===== src/rtl/mlcw_pkg.sv =====
// shared types, constants and register codes for the light curtain width core
// no dependencies; imported by every module of the block
`default_nettype none

package mlcw_pkg;

  // design defaults, handed to the top-level parameters
  localparam int NUM_ELEMENTS_DEF = 80;
  localparam int MUX_WAYS_DEF     = 8;

  // fixed field widths
  localparam int SENSOR_LINES = 10;
  localparam int DIAM_W       = 12;
  localparam int MUX_SEL_W    = 3;
  localparam int WIDTH_OUT_W  = 10;
  localparam int WIDTH_W      = 16;
  localparam int COUNT_W      = 7;
  localparam int THRESH_W     = 7;
  localparam int DIV_W        = 3;
  localparam int SWEEP_W      = 7;

  localparam logic [COUNT_W-1:0] COUNT_MAX = '1;
  localparam logic [WIDTH_W-1:0] WIDTH_OUT_MAX = WIDTH_W'(1023);

  // width arithmetic: w = n*10, corrected w*(3900-d)/4000 = ((w*(3900-d))>>5)/125
  localparam int MM_PER_ELEMENT = 10;
  localparam logic [DIAM_W-1:0] CORR_BASE = DIAM_W'(3900);
  localparam int CORR_SHIFT = 5;
  localparam int CORR_DIV   = 125;
  localparam int RECIP_K    = 26;
  localparam int RECIP_W    = 20;
  localparam logic [RECIP_W-1:0] RECIP_M = RECIP_W'((2 ** RECIP_K) / CORR_DIV);

  // configuration port
  localparam int CFG_IDX_W  = 4;
  localparam int CFG_DATA_W = 8;

  typedef enum logic [CFG_IDX_W-1:0] {
    REG_TICK_DIVISOR      = 4'd0,
    REG_SWEEPS_LIMIT      = 4'd1,
    REG_COUNT_THRESHOLD   = 4'd2,
    REG_CORRECTION_ENABLE = 4'd3
  } cfg_reg_e;

  localparam logic [DIV_W-1:0]    TICK_DIVISOR_RST    = DIV_W'(5);
  localparam logic [SWEEP_W-1:0]  SWEEPS_LIMIT_RST    = SWEEP_W'(100);
  localparam logic [THRESH_W-1:0] COUNT_THRESHOLD_RST = THRESH_W'(50);

  typedef struct packed {
    logic [SENSOR_LINES-1:0] sensor_bits;
    logic [DIAM_W-1:0]       diameter_mm;
  } in_item_t;

  typedef struct packed {
    logic [MUX_SEL_W-1:0]   mux_select;
    logic                   width_report;
    logic [WIDTH_OUT_W-1:0] width_mm;
    logic                   width_ok;
  } out_item_t;

  // control broadcast to the counter cells
  typedef struct packed {
    logic sample;
    logic shift;
  } cell_ctrl_t;

  // control for the scan accumulator
  typedef struct packed {
    logic clear;
    logic step;
  } scan_ctrl_t;

endpackage

`default_nettype wire


===== src/rtl/mlcw_cell.sv =====
// one element counter of the counter chain
// depends on mlcw_pkg
`default_nettype none

module mlcw_cell
  import mlcw_pkg::*;
#(
  parameter int MUX_W   = 3,
  parameter int WAY_IDX = 0
) (
  input  wire logic               clk_i,
  input  wire logic               rst_ni,
  input  wire cell_ctrl_t         ctrl_i,
  input  wire logic [MUX_W-1:0]   mux_i,
  input  wire logic               line_bit_i,
  input  wire logic [COUNT_W-1:0] nbr_i,
  output logic      [COUNT_W-1:0] count_o
);

  logic [COUNT_W-1:0] count_q;
  logic               hit;

  assign hit = (mux_i == MUX_W'(WAY_IDX)) && line_bit_i;

  always_ff @(posedge clk_i or negedge rst_ni) begin
    if (!rst_ni) begin
      count_q <= '0;
    end else if (ctrl_i.shift) begin
      // scan: take the upper neighbor, zero enters at the top
      count_q <= nbr_i;
    end else if (ctrl_i.sample && hit && (count_q != COUNT_MAX)) begin
      count_q <= count_q + COUNT_W'(1);
    end
  end

  assign count_o = count_q;

endmodule

`default_nettype wire


===== src/rtl/mlcw_scan.sv =====
// scan accumulator: counts shadowed elements, fills single gaps, counts rising edges
// depends on mlcw_pkg
`default_nettype none

module mlcw_scan
  import mlcw_pkg::*;
#(
  parameter int CNT_W = 7
) (
  input  wire logic                clk_i,
  input  wire logic                rst_ni,
  input  wire scan_ctrl_t          ctrl_i,
  input  wire logic [COUNT_W-1:0]  value_i,
  input  wire logic [THRESH_W-1:0] threshold_i,
  output logic      [CNT_W-1:0]    total_o,
  output logic                     multi_edge_o
);

  logic [CNT_W-1:0] total_q;
  logic [1:0]       rises_q;
  logic             prev_q;
  logic             prev2_q;
  logic             shadow;
  logic             gap;

  assign shadow = value_i > COUNT_W'(threshold_i);
  // lone clear element between two shadowed ones
  assign gap    = shadow && !prev_q && prev2_q;

  always_ff @(posedge clk_i or negedge rst_ni) begin
    if (!rst_ni) begin
      total_q <= '0;
      rises_q <= '0;
      prev_q  <= 1'b0;
      prev2_q <= 1'b0;
    end else if (ctrl_i.clear) begin
      total_q <= '0;
      rises_q <= '0;
      prev_q  <= 1'b0;
      prev2_q <= 1'b0;
    end else if (ctrl_i.step) begin
      if (shadow) begin
        total_q <= total_q + (gap ? CNT_W'(2) : CNT_W'(1));
        if (!prev_q && !prev2_q && (rises_q != 2'd2)) begin
          rises_q <= rises_q + 2'd1;
        end
        prev2_q <= gap ? 1'b1 : prev_q;
        prev_q  <= 1'b1;
      end else begin
        prev2_q <= prev_q;
        prev_q  <= 1'b0;
      end
    end
  end

  assign total_o      = total_q;
  assign multi_edge_o = (rises_q == 2'd2);

endmodule

`default_nettype wire


===== src/rtl/mlcw_width.sv =====
// width pipeline: n*10 and optional parallax correction, four register stages
// depends on mlcw_pkg
`default_nettype none

module mlcw_width
  import mlcw_pkg::*;
#(
  parameter int CNT_W = 7
) (
  input  wire logic               clk_i,
  input  wire logic               rst_ni,
  input  wire logic               start_i,
  input  wire logic [CNT_W-1:0]   total_i,
  input  wire logic [DIAM_W-1:0]  diameter_i,
  input  wire logic               corr_en_i,
  output logic                    done_o,
  output logic      [WIDTH_W-1:0] width_o
);

  localparam int W0_W = CNT_W + 4;
  localparam int P_W  = W0_W + DIAM_W;
  localparam int Y_W  = P_W - CORR_SHIFT;
  localparam int YM_W = Y_W + RECIP_W;
  localparam int Q_W  = YM_W - RECIP_K;

  logic [2:0]         v_q;
  logic               done_q;
  logic [W0_W-1:0]    w0_q;
  logic [DIAM_W-1:0]  diff_q;
  logic [2:0]         corr_q;
  logic [W0_W-1:0]    w1_q;
  logic [W0_W-1:0]    w2_q;
  logic [Y_W-1:0]     y1_q;
  logic [Y_W-1:0]     y2_q;
  logic [YM_W-1:0]    ym_q;
  logic [WIDTH_W-1:0] res_q;

  logic [P_W-1:0]     prod;
  logic [Q_W-1:0]     q_est;
  logic [Y_W-1:0]     rem;
  logic [Q_W-1:0]     q_fix;

  assign prod  = P_W'(w0_q) * P_W'(diff_q);
  assign q_est = ym_q[YM_W-1:RECIP_K];
  assign rem   = y2_q - Y_W'(Y_W'(q_est) * Y_W'(CORR_DIV));
  // reciprocal estimate is low by at most one
  assign q_fix = (rem >= Y_W'(CORR_DIV)) ? q_est + Q_W'(1) : q_est;

  always_ff @(posedge clk_i or negedge rst_ni) begin
    if (!rst_ni) begin
      v_q    <= '0;
      done_q <= 1'b0;
    end else begin
      v_q    <= {v_q[1:0], start_i};
      done_q <= v_q[2];
    end
  end

  always_ff @(posedge clk_i) begin
    // stage 0: raw width and distance term
    w0_q      <= W0_W'(total_i) * W0_W'(MM_PER_ELEMENT);
    diff_q    <= (diameter_i >= CORR_BASE) ? '0 : CORR_BASE - diameter_i;
    corr_q[0] <= corr_en_i;
    // stage 1: scaled product
    y1_q      <= prod[P_W-1:CORR_SHIFT];
    w1_q      <= w0_q;
    corr_q[1] <= corr_q[0];
    // stage 2: reciprocal multiply
    ym_q      <= YM_W'(y1_q) * YM_W'(RECIP_M);
    y2_q      <= y1_q;
    w2_q      <= w1_q;
    corr_q[2] <= corr_q[1];
    // stage 3: quotient correction
    res_q     <= corr_q[2] ? WIDTH_W'(q_fix) : WIDTH_W'(w2_q);
  end

  assign done_o  = done_q;
  assign width_o = res_q;

endmodule

`default_nettype wire


===== src/rtl/multiplexed_light_curtain_width_core.sv =====
// top level of the multiplexed light curtain width meter
// depends on mlcw_pkg, mlcw_cell, mlcw_scan, mlcw_width
//
// channel  | direction | handshake              | payload
// ---------+-----------+------------------------+---------------------------
// input    | in        | in_valid_i/in_ready_o  | in_item_i   (in_item_t)
// result   | out       | out_valid_o/out_ready_i| out_item_o  (out_item_t)
// config   | in        | cfg_valid_i/cfg_ready_o| cfg_index_i, cfg_data_i
//
// one result per input transfer; the result of a tick that does not close the
// last sweep is registered and sits in the output register while the next
// tick is taken. a tick that closes the last sweep shifts the whole counter
// chain out through the scan accumulator, then runs the four-stage width
// pipeline, and only then is the next transfer taken. the scan itself clears
// the counters. reset restores register defaults and zeroes all counters at
// once. a stalled result holds off further input.
`default_nettype none

module multiplexed_light_curtain_width_core
  import mlcw_pkg::*;
#(
  parameter int NUM_ELEMENTS = NUM_ELEMENTS_DEF,
  parameter int MUX_WAYS     = MUX_WAYS_DEF
) (
  input  wire logic                  clk_i,
  input  wire logic                  rst_ni,
  input  wire logic                  in_valid_i,
  output logic                       in_ready_o,
  input  wire in_item_t              in_item_i,
  output logic                       out_valid_o,
  input  wire logic                  out_ready_i,
  output out_item_t                  out_item_o,
  input  wire logic                  cfg_valid_i,
  output logic                       cfg_ready_o,
  input  wire logic [CFG_IDX_W-1:0]  cfg_index_i,
  input  wire logic [CFG_DATA_W-1:0] cfg_data_i
);

  localparam int MUX_W = $clog2(MUX_WAYS);
  localparam int IDX_W = $clog2(NUM_ELEMENTS);
  localparam int CNT_W = $clog2(NUM_ELEMENTS + 1);

  typedef enum logic [1:0] {
    ST_IDLE,
    ST_SCAN,
    ST_LAUNCH,
    ST_WAIT
  } state_e;

  state_e state_q;

  // configuration registers
  logic [DIV_W-1:0]    tick_divisor_q;
  logic [SWEEP_W-1:0]  sweeps_limit_q;
  logic [THRESH_W-1:0] count_threshold_q;
  logic                correction_enable_q;

  // sampling state
  logic [MUX_W-1:0]    mux_q;
  logic [SWEEP_W-1:0]  sweep_q;
  logic [DIV_W-1:0]    prescale_q;
  logic [WIDTH_W-1:0]  last_width_q;
  logic [IDX_W-1:0]    scan_idx_q;
  logic [DIAM_W-1:0]   diameter_q;

  // output register
  logic                out_valid_q;
  out_item_t           out_item_q;

  logic                in_fire;
  logic                sample;
  logic                mux_last;
  logic [MUX_W-1:0]    mux_nxt;
  logic                trigger;
  cell_ctrl_t          cell_ctrl;
  scan_ctrl_t          scan_ctrl;
  logic [CNT_W-1:0]    scan_total;
  logic                scan_multi;
  logic                w_done;
  logic [WIDTH_W-1:0]  w_value;

  logic [COUNT_W-1:0]  cnt [NUM_ELEMENTS];

  // take a tick only when idle and the output register is empty or frees up this cycle
  assign in_ready_o  = (state_q == ST_IDLE) && (!out_valid_q || out_ready_i);
  assign in_fire     = in_valid_i && in_ready_o;
  assign cfg_ready_o = 1'b1;

  assign sample   = in_fire && (prescale_q == '0);
  assign mux_last = (mux_q == MUX_W'(MUX_WAYS - 1));
  assign mux_nxt  = mux_last ? '0 : mux_q + MUX_W'(1);
  // last sweep done: scan after this sample lands in the counters
  assign trigger  = sample && mux_last && !(sweep_q < sweeps_limit_q);

  assign cell_ctrl.sample = sample;
  assign cell_ctrl.shift  = (state_q == ST_SCAN);
  assign scan_ctrl.clear  = trigger;
  assign scan_ctrl.step   = (state_q == ST_SCAN);

  // counter chain, element i sits at line i/MUX_WAYS, mux way i%MUX_WAYS
  for (genvar i = 0; i < NUM_ELEMENTS; i++) begin : g_cell
    logic                line_bit;
    logic [COUNT_W-1:0]  nbr;

    if ((i / MUX_WAYS) < SENSOR_LINES) begin : g_line
      assign line_bit = in_item_i.sensor_bits[i / MUX_WAYS];
    end else begin : g_noline
      assign line_bit = 1'b0;
    end

    if (i == NUM_ELEMENTS - 1) begin : g_top
      assign nbr = '0;
    end else begin : g_mid
      assign nbr = cnt[i + 1];
    end

    mlcw_cell #(
      .MUX_W   (MUX_W),
      .WAY_IDX (i % MUX_WAYS)
    ) u_cell (
      .clk_i      (clk_i),
      .rst_ni     (rst_ni),
      .ctrl_i     (cell_ctrl),
      .mux_i      (mux_q),
      .line_bit_i (line_bit),
      .nbr_i      (nbr),
      .count_o    (cnt[i])
    );
  end

  // element zero leaves the chain first, so the scan runs in index order
  mlcw_scan #(
    .CNT_W (CNT_W)
  ) u_scan (
    .clk_i        (clk_i),
    .rst_ni       (rst_ni),
    .ctrl_i       (scan_ctrl),
    .value_i      (cnt[0]),
    .threshold_i  (count_threshold_q),
    .total_o      (scan_total),
    .multi_edge_o (scan_multi)
  );

  mlcw_width #(
    .CNT_W (CNT_W)
  ) u_width (
    .clk_i      (clk_i),
    .rst_ni     (rst_ni),
    .start_i    (state_q == ST_LAUNCH),
    .total_i    (scan_total),
    .diameter_i (diameter_q),
    .corr_en_i  (correction_enable_q),
    .done_o     (w_done),
    .width_o    (w_value)
  );

  always_ff @(posedge clk_i or negedge rst_ni) begin
    if (!rst_ni) begin
      state_q             <= ST_IDLE;
      tick_divisor_q      <= TICK_DIVISOR_RST;
      sweeps_limit_q      <= SWEEPS_LIMIT_RST;
      count_threshold_q   <= COUNT_THRESHOLD_RST;
      correction_enable_q <= 1'b1;
      mux_q               <= '0;
      sweep_q             <= '0;
      prescale_q          <= TICK_DIVISOR_RST;
      last_width_q        <= '0;
      scan_idx_q          <= '0;
      diameter_q          <= '0;
      out_valid_q         <= 1'b0;
      out_item_q          <= '0;
    end else begin
      // register writes
      if (cfg_valid_i) begin
        unique case (cfg_reg_e'(cfg_index_i))
          REG_TICK_DIVISOR:      tick_divisor_q      <= cfg_data_i[DIV_W-1:0];
          REG_SWEEPS_LIMIT:      sweeps_limit_q      <= cfg_data_i[SWEEP_W-1:0];
          REG_COUNT_THRESHOLD:   count_threshold_q   <= cfg_data_i[THRESH_W-1:0];
          REG_CORRECTION_ENABLE: correction_enable_q <= cfg_data_i[0];
          default: ;
        endcase
      end

      // result transfer frees the output register
      if (out_valid_q && out_ready_i) begin
        out_valid_q <= 1'b0;
      end

      unique case (state_q)
        ST_IDLE: begin
          if (in_fire) begin
            if (sample) begin
              prescale_q <= tick_divisor_q;
              mux_q      <= mux_nxt;
              if (mux_last && (sweep_q < sweeps_limit_q)) begin
                sweep_q <= sweep_q + SWEEP_W'(1);
              end else if (mux_last) begin
                sweep_q <= '0;
              end
            end else begin
              prescale_q <= prescale_q - DIV_W'(1);
            end

            out_item_q.mux_select   <= MUX_SEL_W'(sample ? mux_nxt : mux_q);
            out_item_q.width_report <= 1'b0;
            out_item_q.width_mm     <= '0;
            out_item_q.width_ok     <= 1'b0;

            if (trigger) begin
              // result waits for the scan and the width pipeline
              state_q    <= ST_SCAN;
              scan_idx_q <= '0;
              diameter_q <= in_item_i.diameter_mm;
            end else begin
              out_valid_q <= 1'b1;
            end
          end
        end

        ST_SCAN: begin
          scan_idx_q <= scan_idx_q + IDX_W'(1);
          if (scan_idx_q == IDX_W'(NUM_ELEMENTS - 1)) begin
            state_q <= ST_LAUNCH;
          end
        end

        ST_LAUNCH: begin
          state_q <= ST_WAIT;
        end

        ST_WAIT: begin
          if (w_done) begin
            state_q     <= ST_IDLE;
            out_valid_q <= 1'b1;
            // report only a width that changed since the last report
            if (w_value != last_width_q) begin
              last_width_q            <= w_value;
              out_item_q.width_report <= 1'b1;
              out_item_q.width_mm     <= (w_value > WIDTH_OUT_MAX) ?
                                         WIDTH_OUT_MAX[WIDTH_OUT_W-1:0] :
                                         w_value[WIDTH_OUT_W-1:0];
              out_item_q.width_ok     <= !scan_multi;
            end
          end
        end

        default: state_q <= ST_IDLE;
      endcase
    end
  end

  assign out_valid_o = out_valid_q;
  assign out_item_o  = out_item_q;

  // no report means zero width and a clear valid flag
  a_quiet_result: assert property (@(posedge clk_i) disable iff (!rst_ni)
    (out_valid_o && !out_item_o.width_report) |->
      ((out_item_o.width_mm == '0) && !out_item_o.width_ok))
    else $error("result without report carries width data");

  // width pipeline finishes only while the block waits for it
  a_done_in_wait: assert property (@(posedge clk_i) disable iff (!rst_ni)
    w_done |-> (state_q == ST_WAIT))
    else $error("width pipeline done outside of wait");

  // a full scan leaves the chain cleared, checked at both ends of the chain
  a_chain_cleared: assert property (@(posedge clk_i) disable iff (!rst_ni)
    (state_q == ST_LAUNCH) |-> (cnt[0] == '0) && (cnt[NUM_ELEMENTS-1] == '0))
    else $error("counter chain not cleared after scan");

  // multiplexer address stays within the sweep
  a_mux_range: assert property (@(posedge clk_i) disable iff (!rst_ni)
    32'(mux_q) < MUX_WAYS)
    else $error("mux address out of range");

  // a scan starts from element zero of the chain
  a_scan_length: assert property (@(posedge clk_i) disable iff (!rst_ni)
    ((state_q == ST_SCAN) && $past(state_q == ST_IDLE)) |-> (scan_idx_q == '0))
    else $error("scan started with a stale element index");

endmodule

`default_nettype wire


===== config.mk =====
export PLATFORM = sky130hd
export DESIGN_NAME = multiplexed_light_curtain_width_core
export DESIGN_NICKNAME = d
export VERILOG_FILES = /design/src/rtl/mlcw_pkg.sv /design/src/rtl/mlcw_cell.sv /design/src/rtl/mlcw_scan.sv /design/src/rtl/mlcw_width.sv /design/src/rtl/multiplexed_light_curtain_width_core.sv
export SDC_FILE = /design/constraint.sdc
export NUM_CORES = 2
export LEC_CHECK = 0
export BUFFER_PORTS_ARGS = -buffer_cell sky130_fd_sc_hd__buf_2
export CORE_MARGIN = 2
export CORE_UTILIZATION = 45
export DETAILED_ROUTE_END_ITERATION = 10
export GPL_TIMING_DRIVEN = 1
export PLACE_DENSITY_LB_ADDON = 0.1
export SYNTH_ARGS = -nofsm -noshare
export SYNTH_HDL_FRONTEND = slang
export SYNTH_SLANG_ARGS = --single-unit

===== constraint.sdc =====
create_clock -name clk_i -period 18.1 [get_ports clk_i]
set_clock_uncertainty 0.2 [all_clocks]
set_input_delay 5.43 -clock clk_i [delete_from_list [all_inputs] [get_ports clk_i]]
set_output_delay 5.43 -clock clk_i [all_outputs]
set_load 0.02 [all_outputs]

==> results.py <==
metrics = {
    "worst_setup_path": {
        "crit_arrival_ns": 6.02,
        "critPathMaxFanout": 3,
        "endpoint_kind": "output port",
        "start_kind": "input pin",
        "worst_ep_required_time_ns": 12.47,
        "r2r_start": "u_width.y1_q[16]",
        "crit_start": "out_ready_i",
        "critical_path_class": "input pin to output port",
    },
    "cts": {
        "cts.clk_slew.worst_paths_ns": 0.06,
        "cts_root_buf": "clkbuf_16",
        "numCtsBuffers": 88,
        "cts_max_level": 3,
        "hold_buffers": 0,
        "clkLatencyLatePin_ns": 0.66,
        "cts_tree": "done",
        "cts_resized": 0,
        "clockBufferDepth": 3,
        "cts.sinks": 757,
        "post_cts_buffers": 0,
    },
    "synth": {
        "syn_inst": 5077,
        "synth-xor-area-share_pct": 8.73,
        "yosys_warnings": 0,
        "synth_area_sq_mm": 0.0474,
        "synth-seq-cells": 757,
        "synth-adder-area-share_pct": 18.0,
        "synth_area_leaders": "dfrtp_1 34%, ha_1 9.9%, fa_1 8.1%",
        "synth-simple-area-share_pct": 16.1,
        "synth_top_area_share_pct": 33.9,
        "async_flop_share_pct": 86.1,
        "synth-edff-count": 0,
        "yosys.area.top_type": "dfrtp_1",
        "yosys-mux-area-fraction_pct": 2.50,
        "synth_ff_type": "dfrtp_1",
        "synth_seq_area_share_pct": 38.9,
        "synth_compound_area_share_pct": 11.0,
        "synth.avg_cell_area_sq_um": 9.33,
        "synth_top_family_by_area": "adder cells",
        "syn_nets": 5683,
        "yosysUniqueCellTypes": 77,
    },
    "timing": {
        "worst_pin_slew_ns": 1.11,
        "relSlewSlack_pct": 26.2,
        "tns_ns": 0,
        "rsz0062_at_grt": "no",
        "drv_slew": 0,
        "layout_setup_ws_ns": 6.45,
        "min_period_ns": 11.65,
        "max_freq_mhz": 85.8,
        "hold_viol_final": 0,
        "setup_viol": 0,
        "min_period_over_period_pct": 64.4,
    },
    "hold_path": {
        "hp-class": "flop to flop",
        "min-delay-start": "u_width.w1_q[7]",
    },
    "place": {
        "dp.final_hpwl_microns": 72800,
        "post-place-ws_ns": 6.44,
        "place_area_sq_mm": 0.0487,
        "io_buffer_count": 54,
        "gp_congestion": 0.801,
    },
    "grt": {
        "overflow": 0,
        "grt_pass1_wl_microns": 171000,
        "grt_max_degree": 219,
        "grt_pass1_vias": 33000,
        "antenna_found_initial": 4,
        "grt_util_all_layers_pct": 19.2,
    },
    "floorplanning": {
        "row_count": 119,
        "chipHeight_microns": 328,
        "die_area_sq_mm": 0.108,
        "io_pins": 57,
        "initial_core_util_pct": 45.2,
        "core_sq_mm": 0.105,
        "die_w_microns": 328,
    },
    "detailed_routing": {
        "drtAntennaViolNets": 0,
        "vias_per_cell": 5.13,
        "routed_wl_microns": 101000,
        "drt-initial-drc-count": 1846,
        "routedWlPerCell_microns": 15.6,
        "num_vias": 33300,
        "drc": 0,
        "firstDrtPassIters": 5,
    },
    "layout": {
        "antenna_cells": 0,
        "multiInputGateArea_sq_mm": 0.0267,
        "finalInstanceArea_sq_mm": 0.0517,
        "nNetsFinal": 5635,
        "syn_to_final_growth_pct": 9.07,
        "drive_above_1_share_pct": 6.35,
        "n_fill_cell": 10100,
        "utilization_pct": 49.3,
        "seqCellArea_sq_mm": 0.0184,
    },
    "run": {
        "cap_violations": 0,
    },
    "outcome": {
        "status": "complete, no violations",
    },
}
[state kept, by name (all words and copies together), names as in the netlist, 3 cells and up]
name                   cells
u_width.w0_q              10
out_item_o                15
diameter_q                12
count_threshold_q          7
last_width_q              12
prescale_q                 3
u_width.ym_q              12
tick_divisor_q             3
sweep_q                    7
u_width.v_q                3
u_width.y2_q              18
sweeps_limit_q             7
u_width.corr_q             3
u_width.width_o           12
u_width.w1_q              10
scan_idx_q                 7
u_width.diff_q            12
u_scan.total_o             7
u_width.y1_q              18
u_width.w2_q              10
g_cell.u_cell.count_o    560
[Yosys cell counts (all sizes together) (13+ instances only)]
cell,instances
nand4,125
o21ai,619
a211oi,36
and3,80
a21o,26
a41oi,34
nand2,979
or2,17
a31oi,15
nand3,99
nor2b,13
xnor2,201
clkbuf,188
nor2,213
nor3,20
mux2i,90
and2,69
dfxtp,105
ha,376
nand2b,51
xor2,271
mux2,25
buf,29
a21oi,107
fa,191
dfrtp,641
o21a,16
inv,362
[worst paths after layout]
check / to / slack [ns] / cells after the start
min in group asynchronous: g_cell[15].u_cell.count_o[3] / 4.62 / 1
min reg2reg: u_width.w2_q[7] / 0.12 / 0
max in group asynchronous: g_cell[58].u_cell.count_o[0] / 10.36 / 4
max: in_ready_o / 6.45 / 4
min: u_width.w2_q[7] / 0.12 / 0
max reg2reg: u_width.ym_q[36] / 11.51 / 19
[critical path: stages]
cell	delay [ns]
buf_2	0.09
nand2b_1	0.16
and2_4	0.18
buf_2	0.15
[metrics by stage]
stage	hold WS, ns	instances
floorplan	0.110	5077
global placement	0.113	6330
detailed placement	0.112	6330
CTS	0.117	6491
global route	0.130	6491
finish	0.118	6491
[routing by layer]
layer  part of all wire, %  vias up  track usage [%]
met1                    51    16100             28.2
li1                      -    16800                -
met5                0.0069        -                0
met4                   1.6        2             4.27
met2                    45      316             30.2
met3                   3.1      106             2.68
[area by class of cell]
| type | instances | area share, % |
|---|---|---|
| Multi-Input combinational cell | 3741 | 51.7 |
| Inverter | 362 | 2.63 |
| Timing Repair Buffer | 79 | 0.930 |
| Tap cell | 1391 | 3.37 |
| Clock buffer | 131 | 5.04 |
| Clock inverter | 30 | 0.615 |
| Sequential cell | 757 | 35.7 |
[placed cells by master, fill, tap and decap left out, types with 15 or more instances in the layout]
master | synthesis | final
o21ai_1 | 20 | 20
buf_2 | 20 | 53
mux2_2 | 25 | 25
mux2i_1 | 90 | 90
clkbuf_16 | 0 | 89
xor2_1 | 271 | 271
nand2_1 | 968 | 968
clkbuf_8 | 0 | 22
ha_1 | 376 | 375
fa_1 | 191 | 191
a21oi_1 | 104 | 104
inv_1 | 362 | 362
nand4_1 | 125 | 125
nand2b_1 | 51 | 51
a21o_1 | 26 | 26
a41oi_1 | 34 | 34
and3_1 | 79 | 79
nand3_1 | 98 | 98
clkinv_2 | 0 | 17
o21ai_0 | 599 | 599
clkbuf_1 | 186 | 20
o21a_1 | 16 | 16
nor3_1 | 20 | 20
dfxtp_1 | 105 | 105
dfrtp_1 | 641 | 641
a211oi_4 | 17 | 17
a31oi_1 | 15 | 15
and2_1 | 68 | 68
buf_4 | 5 | 24
xnor2_1 | 201 | 201
nor2_1 | 212 | 212
[kinds of logic (layout without fill, tap and decap cells)]
kind of cell	count (synthesis)	count (layout)
simple gates	1695	1695
flops	757	757
fa+ha+maj	567	567
other cells	1	1
buf+inv	579	602
mux	115	115
xor+xnor	472	472
compound gates	891	891
Power is not shown: default switching activity piles up to over one toggle a cycle in this logic, so the estimate is an artifact.
